==> src/rtl/jsu_pkg.sv <==
// Shared types, codes and helper functions for the JSON string unescaper.
`default_nettype none

package jsu_pkg;

    typedef enum logic [3:0] {
        PH_IDLE   = 4'd0,
        PH_STR    = 4'd1,
        PH_ESC    = 4'd2,
        PH_HEX    = 4'd3,
        PH_HI_BS  = 4'd4,
        PH_HI_U   = 4'd5,
        PH_LO_HEX = 4'd6,
        PH_ERR    = 4'd7,
        PH_DONE   = 4'd8
    } phase_t;

    typedef enum logic [1:0] {
        KIND_BYTE = 2'd0,
        KIND_DONE = 2'd1,
        KIND_ERR  = 2'd2
    } kind_t;

    typedef enum logic [3:0] {
        ERR_NONE        = 4'd0,
        ERR_NO_QUOTE    = 4'd1,
        ERR_END         = 4'd2,
        ERR_END_ESC     = 4'd3,
        ERR_END_HEX     = 4'd4,
        ERR_BAD_ESC     = 4'd5,
        ERR_BAD_HEX     = 4'd6,
        ERR_NO_LOW_SURR = 4'd7,
        ERR_LONE_LOW    = 4'd8
    } err_t;

    localparam logic [15:0] HIGH_SURR_MIN = 16'hD800;
    localparam logic [15:0] HIGH_SURR_MAX = 16'hDBFF;
    localparam logic [15:0] LOW_SURR_MIN  = 16'hDC00;
    localparam logic [15:0] LOW_SURR_MAX  = 16'hDFFF;

    localparam logic [7:0] CH_QUOTE = 8'h22;
    localparam logic [7:0] CH_BSL   = 8'h5C;
    localparam logic [7:0] CH_SLASH = 8'h2F;
    localparam logic [7:0] CH_B     = 8'h62;
    localparam logic [7:0] CH_F     = 8'h66;
    localparam logic [7:0] CH_N     = 8'h6E;
    localparam logic [7:0] CH_R     = 8'h72;
    localparam logic [7:0] CH_T     = 8'h74;
    localparam logic [7:0] CH_U     = 8'h75;

    // One group of result words caused by a single input word.
    typedef struct packed {
        logic            has;
        logic [1:0]      last_idx;
        logic [3:0][7:0] bytes;
        kind_t           kind;
        err_t            err;
    } jsu_group_t;

    typedef struct packed {
        logic [1:0]      last_idx;
        logic [3:0][7:0] bytes;
    } utf8_t;

    // Returns {valid, value} for one ASCII hex digit.
    function automatic logic [4:0] hex_digit(input logic [7:0] c);
        logic [4:0] r;
        r = 5'd0;
        if (c >= 8'h30 && c <= 8'h39) begin
            r = {1'b1, c[3:0]};
        end else if ((c >= 8'h61 && c <= 8'h66) || (c >= 8'h41 && c <= 8'h46)) begin
            r = {1'b1, c[3:0] + 4'd9};
        end
        return r;
    endfunction

    // Encodes a code point as 1 to 4 UTF-8 bytes, first byte in entry 0.
    function automatic utf8_t cp_to_utf8(input logic [20:0] cp);
        utf8_t r;
        r = '0;
        if (cp < 21'h80) begin
            r.last_idx = 2'd0;
            r.bytes[0] = cp[7:0];
        end else if (cp < 21'h800) begin
            r.last_idx = 2'd1;
            r.bytes[0] = {3'b110, cp[10:6]};
            r.bytes[1] = {2'b10, cp[5:0]};
        end else if (cp < 21'h10000) begin
            r.last_idx = 2'd2;
            r.bytes[0] = {4'b1110, cp[15:12]};
            r.bytes[1] = {2'b10, cp[11:6]};
            r.bytes[2] = {2'b10, cp[5:0]};
        end else begin
            r.last_idx = 2'd3;
            r.bytes[0] = {5'b11110, cp[20:18]};
            r.bytes[1] = {2'b10, cp[17:12]};
            r.bytes[2] = {2'b10, cp[11:6]};
            r.bytes[3] = {2'b10, cp[5:0]};
        end
        return r;
    endfunction

endpackage

`default_nettype wire

==> src/rtl/jsu_decode.sv <==
// Escape state machine: holds the decode state and forms the result group of one word.
`default_nettype none

module jsu_decode (
    input  wire                 aclk,
    input  wire                 aresetn,
    input  wire                 step,
    input  wire  [7:0]          in_byte,
    input  wire                 end_flag,
    output jsu_pkg::jsu_group_t group
);
    import jsu_pkg::*;

    phase_t      phase_reg, phase_next;
    logic [15:0] acc_reg, acc_next;
    logic [15:0] high_reg, high_next;
    logic [1:0]  cnt_reg, cnt_next;

    logic [4:0]  hex;
    logic [15:0] acc_shift;
    logic        is_quote, is_bsl, last_digit;
    logic        is_high, is_low;
    logic [20:0] cp;
    utf8_t       enc;

    assign hex        = hex_digit(in_byte);
    assign acc_shift  = {acc_reg[11:0], hex[3:0]};
    assign is_quote   = !end_flag && in_byte == CH_QUOTE;
    assign is_bsl     = !end_flag && in_byte == CH_BSL;
    assign last_digit = cnt_reg == 2'd3;
    assign is_high    = acc_shift >= HIGH_SURR_MIN && acc_shift <= HIGH_SURR_MAX;
    assign is_low     = acc_shift >= LOW_SURR_MIN && acc_shift <= LOW_SURR_MAX;
    assign cp         = (phase_reg == PH_LO_HEX)
                      ? 21'h10000 + {1'b0, high_reg[9:0], acc_shift[9:0]}
                      : {5'd0, acc_shift};
    assign enc        = cp_to_utf8(cp);

    always_comb begin
        phase_next = phase_reg;
        acc_next   = acc_reg;
        high_next  = high_reg;
        cnt_next   = cnt_reg;
        unique case (phase_reg)
            PH_IDLE, PH_DONE, PH_ERR: begin
                if (is_quote) begin
                    phase_next = PH_STR;
                    acc_next   = '0;
                    high_next  = '0;
                    cnt_next   = '0;
                end else if (phase_reg == PH_IDLE
                             || (phase_reg == PH_DONE && !end_flag)) begin
                    phase_next = PH_ERR;
                    acc_next   = '0;
                    cnt_next   = '0;
                end else if (phase_reg == PH_DONE) begin
                    phase_next = PH_IDLE;
                end
            end
            PH_STR: begin
                if (end_flag) begin
                    phase_next = PH_ERR;
                    acc_next   = '0;
                    cnt_next   = '0;
                end else if (is_quote) begin
                    phase_next = PH_DONE;
                end else if (is_bsl) begin
                    phase_next = PH_ESC;
                end
            end
            PH_ESC: begin
                phase_next = PH_STR;
                if (end_flag) begin
                    phase_next = PH_ERR;
                    acc_next   = '0;
                    cnt_next   = '0;
                end else begin
                    case (in_byte) inside
                        CH_QUOTE, CH_BSL, CH_SLASH, CH_B, CH_F, CH_N, CH_R, CH_T: begin
                            phase_next = PH_STR;
                        end
                        CH_U: begin
                            phase_next = PH_HEX;
                            acc_next   = '0;
                            cnt_next   = '0;
                        end
                        default: begin
                            phase_next = PH_ERR;
                            acc_next   = '0;
                            cnt_next   = '0;
                        end
                    endcase
                end
            end
            PH_HEX, PH_LO_HEX: begin
                if (end_flag || !hex[4]) begin
                    phase_next = PH_ERR;
                    acc_next   = '0;
                    cnt_next   = '0;
                end else if (!last_digit) begin
                    acc_next = acc_shift;
                    cnt_next = cnt_reg + 2'd1;
                end else begin
                    acc_next = '0;
                    cnt_next = '0;
                    if (phase_reg == PH_HEX) begin
                        if (is_high) begin
                            high_next  = acc_shift;
                            phase_next = PH_HI_BS;
                        end else if (is_low) begin
                            phase_next = PH_ERR;
                        end else begin
                            phase_next = PH_STR;
                        end
                    end else if (!is_low) begin
                        phase_next = PH_ERR;
                    end else begin
                        high_next  = '0;
                        phase_next = PH_STR;
                    end
                end
            end
            PH_HI_BS: begin
                if (!is_bsl) begin
                    phase_next = PH_ERR;
                    acc_next   = '0;
                    cnt_next   = '0;
                end else begin
                    phase_next = PH_HI_U;
                end
            end
            PH_HI_U: begin
                if (end_flag || in_byte != CH_U) begin
                    phase_next = PH_ERR;
                    acc_next   = '0;
                    cnt_next   = '0;
                end else begin
                    phase_next = PH_LO_HEX;
                    acc_next   = '0;
                    cnt_next   = '0;
                end
            end
            default: begin
                phase_next = PH_ERR;
            end
        endcase
    end

    always_comb begin
        group = '0;
        unique case (phase_reg)
            PH_IDLE, PH_DONE: begin
                if (!is_quote && (phase_reg == PH_IDLE || !end_flag)) begin
                    group.has  = 1'b1;
                    group.kind = KIND_ERR;
                    group.err  = end_flag ? ERR_END : ERR_NO_QUOTE;
                end
            end
            PH_STR: begin
                if (end_flag) begin
                    group.has  = 1'b1;
                    group.kind = KIND_ERR;
                    group.err  = ERR_END;
                end else if (is_quote) begin
                    group.has  = 1'b1;
                    group.kind = KIND_DONE;
                end else if (!is_bsl) begin
                    group.has      = 1'b1;
                    group.bytes[0] = in_byte;
                end
            end
            PH_ESC: begin
                group.has = 1'b1;
                if (end_flag) begin
                    group.kind = KIND_ERR;
                    group.err  = ERR_END_ESC;
                end else begin
                    case (in_byte) inside
                        CH_QUOTE, CH_BSL, CH_SLASH: group.bytes[0] = in_byte;
                        CH_B:    group.bytes[0] = 8'h08;
                        CH_F:    group.bytes[0] = 8'h0C;
                        CH_N:    group.bytes[0] = 8'h0A;
                        CH_R:    group.bytes[0] = 8'h0D;
                        CH_T:    group.bytes[0] = 8'h09;
                        CH_U:    group.has      = 1'b0;
                        default: begin
                            group.kind = KIND_ERR;
                            group.err  = ERR_BAD_ESC;
                        end
                    endcase
                end
            end
            PH_HEX, PH_LO_HEX: begin
                if (end_flag) begin
                    group.has  = 1'b1;
                    group.kind = KIND_ERR;
                    group.err  = ERR_END_HEX;
                end else if (!hex[4]) begin
                    group.has  = 1'b1;
                    group.kind = KIND_ERR;
                    group.err  = ERR_BAD_HEX;
                end else if (last_digit) begin
                    if (phase_reg == PH_HEX && is_low) begin
                        group.has  = 1'b1;
                        group.kind = KIND_ERR;
                        group.err  = ERR_LONE_LOW;
                    end else if (phase_reg == PH_LO_HEX && !is_low) begin
                        group.has  = 1'b1;
                        group.kind = KIND_ERR;
                        group.err  = ERR_NO_LOW_SURR;
                    end else if (!(phase_reg == PH_HEX && is_high)) begin
                        group.has      = 1'b1;
                        group.last_idx = enc.last_idx;
                        group.bytes    = enc.bytes;
                    end
                end
            end
            PH_HI_BS: begin
                if (!is_bsl) begin
                    group.has  = 1'b1;
                    group.kind = KIND_ERR;
                    group.err  = ERR_NO_LOW_SURR;
                end
            end
            PH_HI_U: begin
                if (end_flag || in_byte != CH_U) begin
                    group.has  = 1'b1;
                    group.kind = KIND_ERR;
                    group.err  = ERR_NO_LOW_SURR;
                end
            end
            default: begin
                group = '0;
            end
        endcase
    end

    always_ff @(posedge aclk) begin
        if (!aresetn) begin
            phase_reg <= PH_IDLE;
            acc_reg   <= '0;
            high_reg  <= '0;
            cnt_reg   <= '0;
        end else if (step) begin
            phase_reg <= phase_next;
            acc_reg   <= acc_next;
            high_reg  <= high_next;
            cnt_reg   <= cnt_next;
        end
    end

endmodule

`default_nettype wire

==> src/rtl/json_string_unescape_top.sv <==
// Top level of the JSON string unescaper: input register, decoder and result buffer.
// Path: a word is registered at input, decoded combinationally from that register, and its
// result group is captured in the result buffer, from which its words are offered.
// Throughput: one input word per cycle while m_tready is high and each word yields at most
// one result word; a \u escape with a multi-byte UTF-8 result holds the input until its last byte is taken.
// Reset (aresetn low, synchronous) empties both registers and returns to awaiting a quote.
`default_nettype none

module json_string_unescape_top (
    input  wire         aclk,
    input  wire         aresetn,
    input  wire         s_tvalid,
    output logic        s_tready,
    input  wire  [7:0]  s_tdata,   // in_byte[7:0]
    input  wire         s_tuser,   // end_flag[0]
    output logic        m_tvalid,
    input  wire         m_tready,
    output logic [15:0] m_tdata,   // out_byte[7:0], kind[9:8], error_code[13:10], zero[15:14]
    output logic        m_tlast
);
    import jsu_pkg::*;

    logic       in_valid_reg, in_valid_next;
    logic [7:0] in_byte_reg;
    logic       in_end_reg;

    jsu_group_t dec_group;
    jsu_group_t grp_reg;
    logic       grp_valid_reg, grp_valid_next;
    logic [1:0] idx_reg, idx_next;

    logic out_take, out_free, fire, in_take;
    logic at_last;

    assign at_last  = idx_reg == grp_reg.last_idx;
    assign out_take = m_tvalid && m_tready;
    assign out_free = !grp_valid_reg || (m_tready && at_last);
    assign fire     = in_valid_reg && out_free;
    assign s_tready = !in_valid_reg || fire;
    assign in_take  = s_tvalid && s_tready;

    jsu_decode u_decode (
        .aclk     (aclk),
        .aresetn  (aresetn),
        .step     (fire),
        .in_byte  (in_byte_reg),
        .end_flag (in_end_reg),
        .group    (dec_group)
    );

    always_comb begin
        in_valid_next = in_valid_reg;
        if (in_take) begin
            in_valid_next = 1'b1;
        end else if (fire) begin
            in_valid_next = 1'b0;
        end
    end

    always_comb begin
        grp_valid_next = grp_valid_reg;
        idx_next       = idx_reg;
        if (fire) begin
            grp_valid_next = dec_group.has;
            idx_next       = '0;
        end else if (out_take) begin
            if (at_last) begin
                grp_valid_next = 1'b0;
            end else begin
                idx_next = idx_reg + 2'd1;
            end
        end
    end

    always_ff @(posedge aclk) begin
        if (!aresetn) begin
            in_valid_reg  <= 1'b0;
            grp_valid_reg <= 1'b0;
            idx_reg       <= '0;
        end else begin
            in_valid_reg  <= in_valid_next;
            grp_valid_reg <= grp_valid_next;
            idx_reg       <= idx_next;
        end
    end

    always_ff @(posedge aclk) begin
        if (in_take) begin
            in_byte_reg <= s_tdata;
            in_end_reg  <= s_tuser;
        end
        if (fire) begin
            grp_reg <= dec_group;
        end
    end

    assign m_tvalid = grp_valid_reg;
    assign m_tlast  = at_last;
    assign m_tdata  = {2'b00, grp_reg.err, grp_reg.kind,
                       (grp_reg.kind == KIND_BYTE) ? grp_reg.bytes[idx_reg] : 8'h00};

    a_idx_in_range: assert property (@(posedge aclk) disable iff (!aresetn)
        grp_valid_reg |-> idx_reg <= grp_reg.last_idx)
        else $error("result index beyond group end");

    a_multi_is_bytes: assert property (@(posedge aclk) disable iff (!aresetn)
        (grp_valid_reg && grp_reg.last_idx != 2'd0) |-> grp_reg.kind == KIND_BYTE)
        else $error("multi-word group that is not data");

    a_err_has_code: assert property (@(posedge aclk) disable iff (!aresetn)
        grp_valid_reg |-> ((grp_reg.kind == KIND_ERR) == (grp_reg.err != ERR_NONE)))
        else $error("error code does not match kind");

    a_held_input: assert property (@(posedge aclk) disable iff (!aresetn)
        (in_valid_reg && !fire) |=> (in_valid_reg && $stable(in_byte_reg)
                                     && $stable(in_end_reg)))
        else $error("pending input word lost");

    a_group_kept: assert property (@(posedge aclk) disable iff (!aresetn)
        (grp_valid_reg && !(m_tready && at_last)) |=> grp_valid_reg)
        else $error("result group dropped before delivery");

endmodule

`default_nettype wire
==> config.mk <==
export PLATFORM = sky130hd
export DESIGN_NAME = json_string_unescape_top
export DESIGN_NICKNAME = d
export VERILOG_FILES = /design/src/rtl/jsu_pkg.sv /design/src/rtl/jsu_decode.sv /design/src/rtl/json_string_unescape_top.sv
export SDC_FILE = /design/constraint.sdc
export NUM_CORES = 1
export LEC_CHECK = 0
export BUFFER_PORTS_ARGS = -buffer_cell sky130_fd_sc_hd__buf_4
export CAP_MARGIN = 20
export CORE_AREA = 2 2 132 134
export CTS_BUF_LIST = sky130_fd_sc_hd__clkbuf_8 sky130_fd_sc_hd__clkbuf_16
export DETAILED_ROUTE_END_ITERATION = 10
export DIE_AREA = 0 0 134 136
export PLACE_DENSITY = 0.51
export SKIP_CTS_REPAIR_TIMING = 1
export SYNTH_ARGS = -nofsm -noshare
export SYNTH_HDL_FRONTEND = slang
export SYNTH_SLANG_ARGS = --single-unit
==> constraint.sdc <==
create_clock -name aclk -period 4.3 [get_ports aclk]
set_clock_uncertainty 0.2 [all_clocks]
set_input_delay 0.215 -clock aclk [delete_from_list [all_inputs] [get_ports aclk]]
set_output_delay 0.215 -clock aclk [all_outputs]
set_load 0.01 [all_outputs]
# [After elaboration in Yosys (flattened, before gate mapping)]
# Index checks and enable logic that the tools add are counted.
[word_totals] regBits=81 inputBits=13 output_inout_bits=19 elab_cells=244
[classes] n_addsub=4 order_cmp=14 eq_ne=32 muxes=121 bitwise=5 reduce_logical=50
[op_table] cell="8-bit two-way mux" count=15
[op_table] cell="12-bit two-way mux" count=8
[op_table] cell="6-bit two-way mux" count=15
[op_table] cell="24-bit two-way mux" count=3
[op_table] cell="12-bit case mux with 6 select lines" count=1
[op_table] cell="34-bit two-way mux" count=2
[op_table] cell="10-bit two-way mux" count=6
[op_table] cell="8-bit by 7-bit equality test with 1-bit output (second input constant)" count=7
[op_table] cell="4-bit two-way mux" count=13
[op_table] cell="16-bit two-way mux" count=3
[op_table] cell="41-bit two-way mux" count=1
[op_table] cell="6-bit case mux with 6 select lines" count=1
[op_table] cell="35-bit two-way mux" count=1
[op_table] cell="16-bit greater-or-equal comparator (second input constant)" count=2
[op_table] cell="16-bit <= comparator (second input constant)" count=2
[op_table] cell="2-bit two-way mux" count=14
[op_table] cell="1-bit two-way mux" count=25
[op_table] cell="4-bit case mux with 6 select lines" count=1
[op_table] cell="8-bit case mux with 3 select lines" count=1
[op_table] cell="22-bit two-way mux" count=1
[op_table] cell="17-bit by 20-bit adder with 21-bit output (first input constant)" count=1
[op_table] cell="21-bit by 12-bit less-than comparator with 1-bit output (second input constant)" count=1
[op_table] cell="21-bit by 17-bit less-than comparator with 1-bit output (second input constant)" count=1
[op_table] cell="21-bit by 8-bit less-than comparator with 1-bit output (second input constant)" count=1
[op_table] cell="46 further kinds" count=100

# [Depth between registers and ports, before layout]
[depth] ltp_word=22 depth_mapped=10 ltp_nobuf=8

# [Hierarchy]
# From an unflattened synthesis, not the netlist that was laid out.
[hier_totals] cells_unflattened=537 hier_area_um2=5107.4
[modules_own_cells] module="jsu_decode" instances=1 cells_each=425 area_each_um2=3006.6 seq_area_each_um2=560.5
[modules_own_cells] module="json_string_unescape_top" instances=1 cells_each=112 area_each_um2=2100.8 seq_area_each_um2=1551.5

# [Worst setup path before layout]
# Ideal clock, no wire load.
[synth_path] path_type="register to register" startpoint="reg idx_reg[1]" endpoint="reg u_decode.high_reg[0]" setup_time_ns=0.117 arrival_ns=2.960 slack_ns=1.023 path_stages_with_launch=9 period_less_slack_ns=3.277 path_cell_list="dfxtp_1 -> buf_2 -> xor2_1 -> o31a_2 -> nor2_2 -> nand3_1 -> o31a_1 -> buf_2 -> a22o_1"
[synth_via] elab_chain_len=5
[synth_lines] item="start: declaration" line_no="json_string_unescape_top.sv:30" source="logic [1:0] idx_reg, idx_next;"
[synth_lines] item="start signal: assignment" line_no="json_string_unescape_top.sv:83" source="idx_reg <= idx_next;"
[synth_lines] item="2-bit equality test" line_no="json_string_unescape_top.sv:35" source="assign at_last = idx_reg == grp_reg.last_idx;"
[synth_lines] item="1-bit logical AND" line_no="json_string_unescape_top.sv:37" source="assign out_free = !grp_valid_reg || (m_tready && at_last);"
[synth_lines] item="1-bit logical OR" line_no="json_string_unescape_top.sv:37"
[synth_lines] item="1-bit logical AND" line_no="json_string_unescape_top.sv:38" source="assign fire = in_valid_reg && out_free;"
[synth_lines] item="net fire" line_no="json_string_unescape_top.sv:32" source="logic out_take, out_free, fire, in_take;"
[synth_lines] item="7-bit AND reduction (no source line)"
[synth_lines] item="end signal: assignment" line_no="jsu_decode.sv:246" source="high_reg <= high_next;"
[synth_lines] item="end: declaration" line_no="jsu_decode.sv:16" source="logic [15:0] high_reg, high_next;"
# The timed path passes the listed nets, and every way through them passes these cells.
# A chain may end at the register's enable or synchronous reset.

# [Worst setup path after layout]
[layout_path] startpoint="reg in_byte_reg[1]" endpoint="reg grp_reg[25] (netlist bit), data pin"
[layout_via] elab_chain_len=11 word_cells_on_any_way=33 classes_between="add/sub (2); order compare (13); mux (6); bitwise (1); reduce/logical (11)"
[layout_lines] item="start: declaration" line_no="json_string_unescape_top.sv:24" source="logic [7:0] in_byte_reg;"
[layout_lines] item="start signal: assignment" line_no="json_string_unescape_top.sv:89" source="in_byte_reg <= s_tdata;"
[layout_lines] item="8-bit by 7-bit greater-or-equal comparator with 1-bit output or 8-bit by 7-bit <= comparator with 1-bit output (tied branches)" line_no="jsu_pkg.sv:71" source="end else if ((c >= 8'h61 && c <= 8'h66) || (c >= 8'h41 && c <= 8'h46)) begin"
[layout_lines] item="1-bit logical AND" line_no="jsu_pkg.sv:71"
[layout_lines] item="1-bit logical OR" line_no="jsu_pkg.sv:71"
[layout_lines] item="5-bit two-way mux" line_no="jsu_pkg.sv:71"
[layout_lines] item="5-bit two-way mux *" line_no="jsu_pkg.sv:69" source="if (c >= 8'h30 && c <= 8'h39) begin"
[layout_lines] item="17-bit by 20-bit adder with 21-bit output" line_no="jsu_decode.sv:34" source="? 21'h10000 + {1'b0, high_reg[9:0], acc_shift[9:0]}"
[layout_lines] item="21-bit two-way mux" line_no="jsu_decode.sv:34"
[layout_lines] item="21-bit by 17-bit less-than comparator with 1-bit output" line_no="jsu_pkg.sv:88" source="end else if (cp < 21'h10000) begin"
[layout_lines] item="22-bit two-way mux" line_no="jsu_pkg.sv:88"
[layout_lines] item="24-bit two-way mux" line_no="jsu_pkg.sv:84" source="end else if (cp < 21'h800) begin"
[layout_lines] item="24-bit two-way mux" line_no="jsu_pkg.sv:81" source="if (cp < 21'h80) begin"
[layout_lines] item="end signal: assignment" line_no="json_string_unescape_top.sv:93" source="grp_reg <= dec_group;"
[layout_lines] item="end: declaration" line_no="json_string_unescape_top.sv:28" source="jsu_group_t grp_reg;"
# Every way passes the cells marked *; elsewhere a longest branch is shown, timed or not. The select of a mux whose other input is x is not followed.

==> results.toml <==
[outcome]
status = "finished, final reports clean"

[timing]
rsz0062_at_grt = "false"
hold_violations = 0
worst_slew_pin_slew_ns = 0.970
period_share_pct = 74.8
postLayoutSetupSlackWorst_ns = 1.08
finalSetupViolCount = 0
max_clock_freq_ghz = 0.311
max_slew_margin_pct = 34.6
setup_tns_ns = 0
slew_viol_final = 0
period_needed_ns = 3.22

[worst_setup_path]
reg2reg_depth = 8
worst_r2r_endpoint = "grp_reg[25]"
r2r_start = "in_byte_reg[1]"
critical_path_required_ns = 4.26
worstSetupPathType = "reg -> reg"
end_kind = "flop"
r2r_slack_ns = 1.08
arrival_ns = 3.18
start_kind = "flop"
cp_max_fo = 10

[synthesis]
postSynthCellCount = 514
synthArstFlopShare_pct = 0
synth.area.top_cells = "edfxtp_1 (27%), dfxtp_1 (13%), nand2_1 (5.2%)"
yosysWarnings = 0
synth_simple_gate_area_share_pct = 23.5
synth_cell_type_count = 85
post-synth-top-area-cell = "edfxtp_1"
ys_ff_latch = 77
synth_edf_count = 45
synth_top_cell_area_share_pct = 27.1
synth_seq_area_share_pct = 39.9
synthMuxAreaShare_pct = 7.47
synth_xor_area_share_pct = 0.877
synth_top_family_by_area = "simple AND/OR/NAND/NOR gates"
avgSynthCellArea_sq_um = 9.71
synth_fa_ha_area_share_pct = 1.50
synth-compound-area-share_pct = 18.9
synth_ff_type = "edfxtp_1"
syn-cell-area_sq_um = 4990

[pwr]
p_leak_nw = 2.02
vdd_drop_max_mv = 0.174
p_switching_mw = 0.502
p_comb_share_pct = 15.6
total_power_mw = 1.84
seqPwrFrac_pct = 46.8
p_per_area_nw_per_um2 = 332
internal-power_mw = 1.34
switching_share_pct = 27.2
pwr-share-clk_pct = 37.6

[min_path]
min_to = "u_decode.phase_reg[1]"
min_from = "aresetn"
hp-class = "in -> reg"
holdPathStages = 3

[clocking]
cts.clk_slew.worst_paths_ns = 0.06
htreeDepth = 3
clockRootBuffer = "clkbuf_16"
cts_buffers = 9
clock-sinks = 77
clk_path_buf_depth = 2
clock_latency_ns = 0.35
tritoncts = "yes"

[floorplan]
dieArea_sq_um = 18200
start_util_pct = 29.6
die_y_microns = 136
fp.coreArea_sq_um = 16900
rows = 48
die_w_microns = 134
ios = 32

[global_route]
grt_overflow = 0
grt_pass1_vias = 3942
antenna_found_initial = 0
grt_max_degree = 40
track_usage_pct = 15.4
grt_pass1_wl_mm = 21.5

[placement]
io_buffers = 29
dp_hpwl_mm = 9.81
place_ws_ns = 1.11
place_area_sq_um = 5180
gp_congestion = 0.863

[final_layout]
fin_area_sq_um = 5550
drive_above_1_share_pct = 15.6
syn_to_final_growth_pct = 11.2
largest_register_ffs = 30
nets = 545
diodes = 0

[drt]
viasPerCell = 5.49
vias = 4147
drt-pass1-iter-count = 5
wl_mm = 13.4
wl_per_cell_microns = 17.7
drc = 0
drt-initial-drc-count = 442
drt.antenna.violating_nets = 0

[flow_run]
cap_viol_max_count = 0
[worst max path at each step]
| stage | from | to | slack [ns] | depth (start not counted) |
|---|---|---|---|---|
| 4_1_cts | in_byte_reg[1] | grp_reg[25] | 1.09 | 8 |
| 6_report | in_byte_reg[1] | grp_reg[25] | 1.08 | 8 |
| 5_1_grt | in_byte_reg[0] | grp_reg[25] | 0.80 | 8 |
| 2_1_floorplan | idx_reg[1] | u_decode.high_reg[0] | 1.02 | 8 |
| 3_5_place_dp | in_byte_reg[0] | grp_reg[25] | 1.11 | 8 |
| 3_3_place_gp | in_byte_reg[0] | grp_reg[18] | 1.12 | 8 |
[layer usage]
layer | wire, microns | track usage, % | vias up | share of wire (%)
met5 | 0 | 0 | - | 0
met4 | 395 | 8.69 | 0 | 2.9
met3 | 648 | 2.16 | 26 | 4.8
met2 | 6100 | 23.3 | 159 | 45
met1 | 6270 | 21.0 | 2027 | 47
li1 | - | - | 1935 | -
[worst max-delay path, stage by stage (launching register included)]
cell      delay (ns)
edfxtp_1        0.49
inv_1           0.15
ha_1            0.23
o21bai_1        0.10
a21oi_1         0.52
o21a_4          0.28
and3_1          0.44
nand2b_1        0.30
a211oi_1        0.32
[stage by stage]
stage	utilization, %	cells	hold slack (ns)
floorplan	-	515	0.114
global placement	30.7	730	0.195
detailed placement	30.7	730	0.194
CTS	32.3	746	-0.170
global route	32.9	756	0.0971
finish	32.9	756	0.0768
[synth_stat cells, drive strengths merged (9+ instances only)]
library cell  count
buf              23
edfxtp           45
nand3            11
dfxtp            32
a31oi             9
nor2b            16
nand2            70
mux2i            20
nor3              9
nor2             45
a22o             11
clkbuf           17
inv              15
a21oi            21
o21ai            23
[cell families (layout without fill, tap and decap cells)]
kind of cell | Yosys count | in the layout
compound gates | 127 | 127
simple gates | 214 | 214
mux | 28 | 28
buf+inv | 56 | 72
fa+ha+maj | 6 | 6
flops | 77 | 77
other cells | 1 | 2
xor+xnor | 5 | 5
[cells in the final DEF, fill, tap and decap left out, drive strengths merged, types with 10 or more instances in the layout]
cell type and n:
dfxtp 32, nand2 70, nand3 11, a21oi 21
dlygate4sd3 10, nor2 45, inv 19, nor2b 16
edfxtp 45, buf 31, a22o 11, o21ai 23
clkbuf 10, mux2i 20
[power by group through the flow]
| stage | logic [mW] | clock network [mW] | registers (mW) |
|---|---|---|---|
| global route | 0.311 | 0.741 | 0.869 |
| CTS | 0.278 | 0.712 | 0.861 |
| floorplan | 0.247 | 0 | 0.844 |
| finish | 0.288 | 0.693 | 0.861 |
| global placement | 0.281 | 0 | 0.874 |
| detailed placement | 0.277 | 0 | 0.876 |
[final cells by class]
class / instances / area, sq um
Clock buffer: 10 / 239
Fill cell: 1723 / 11300
Multi-Input combinational cell: 382 / 2620
Tap cell: 225 / 282
Inverter: 15 / 56.3
Clock inverter: 6 / 30.0
Sequential cell: 77 / 1990
Timing Repair Buffer: 41 / 333
Note: power is estimated with default switching activity, not from simulation.
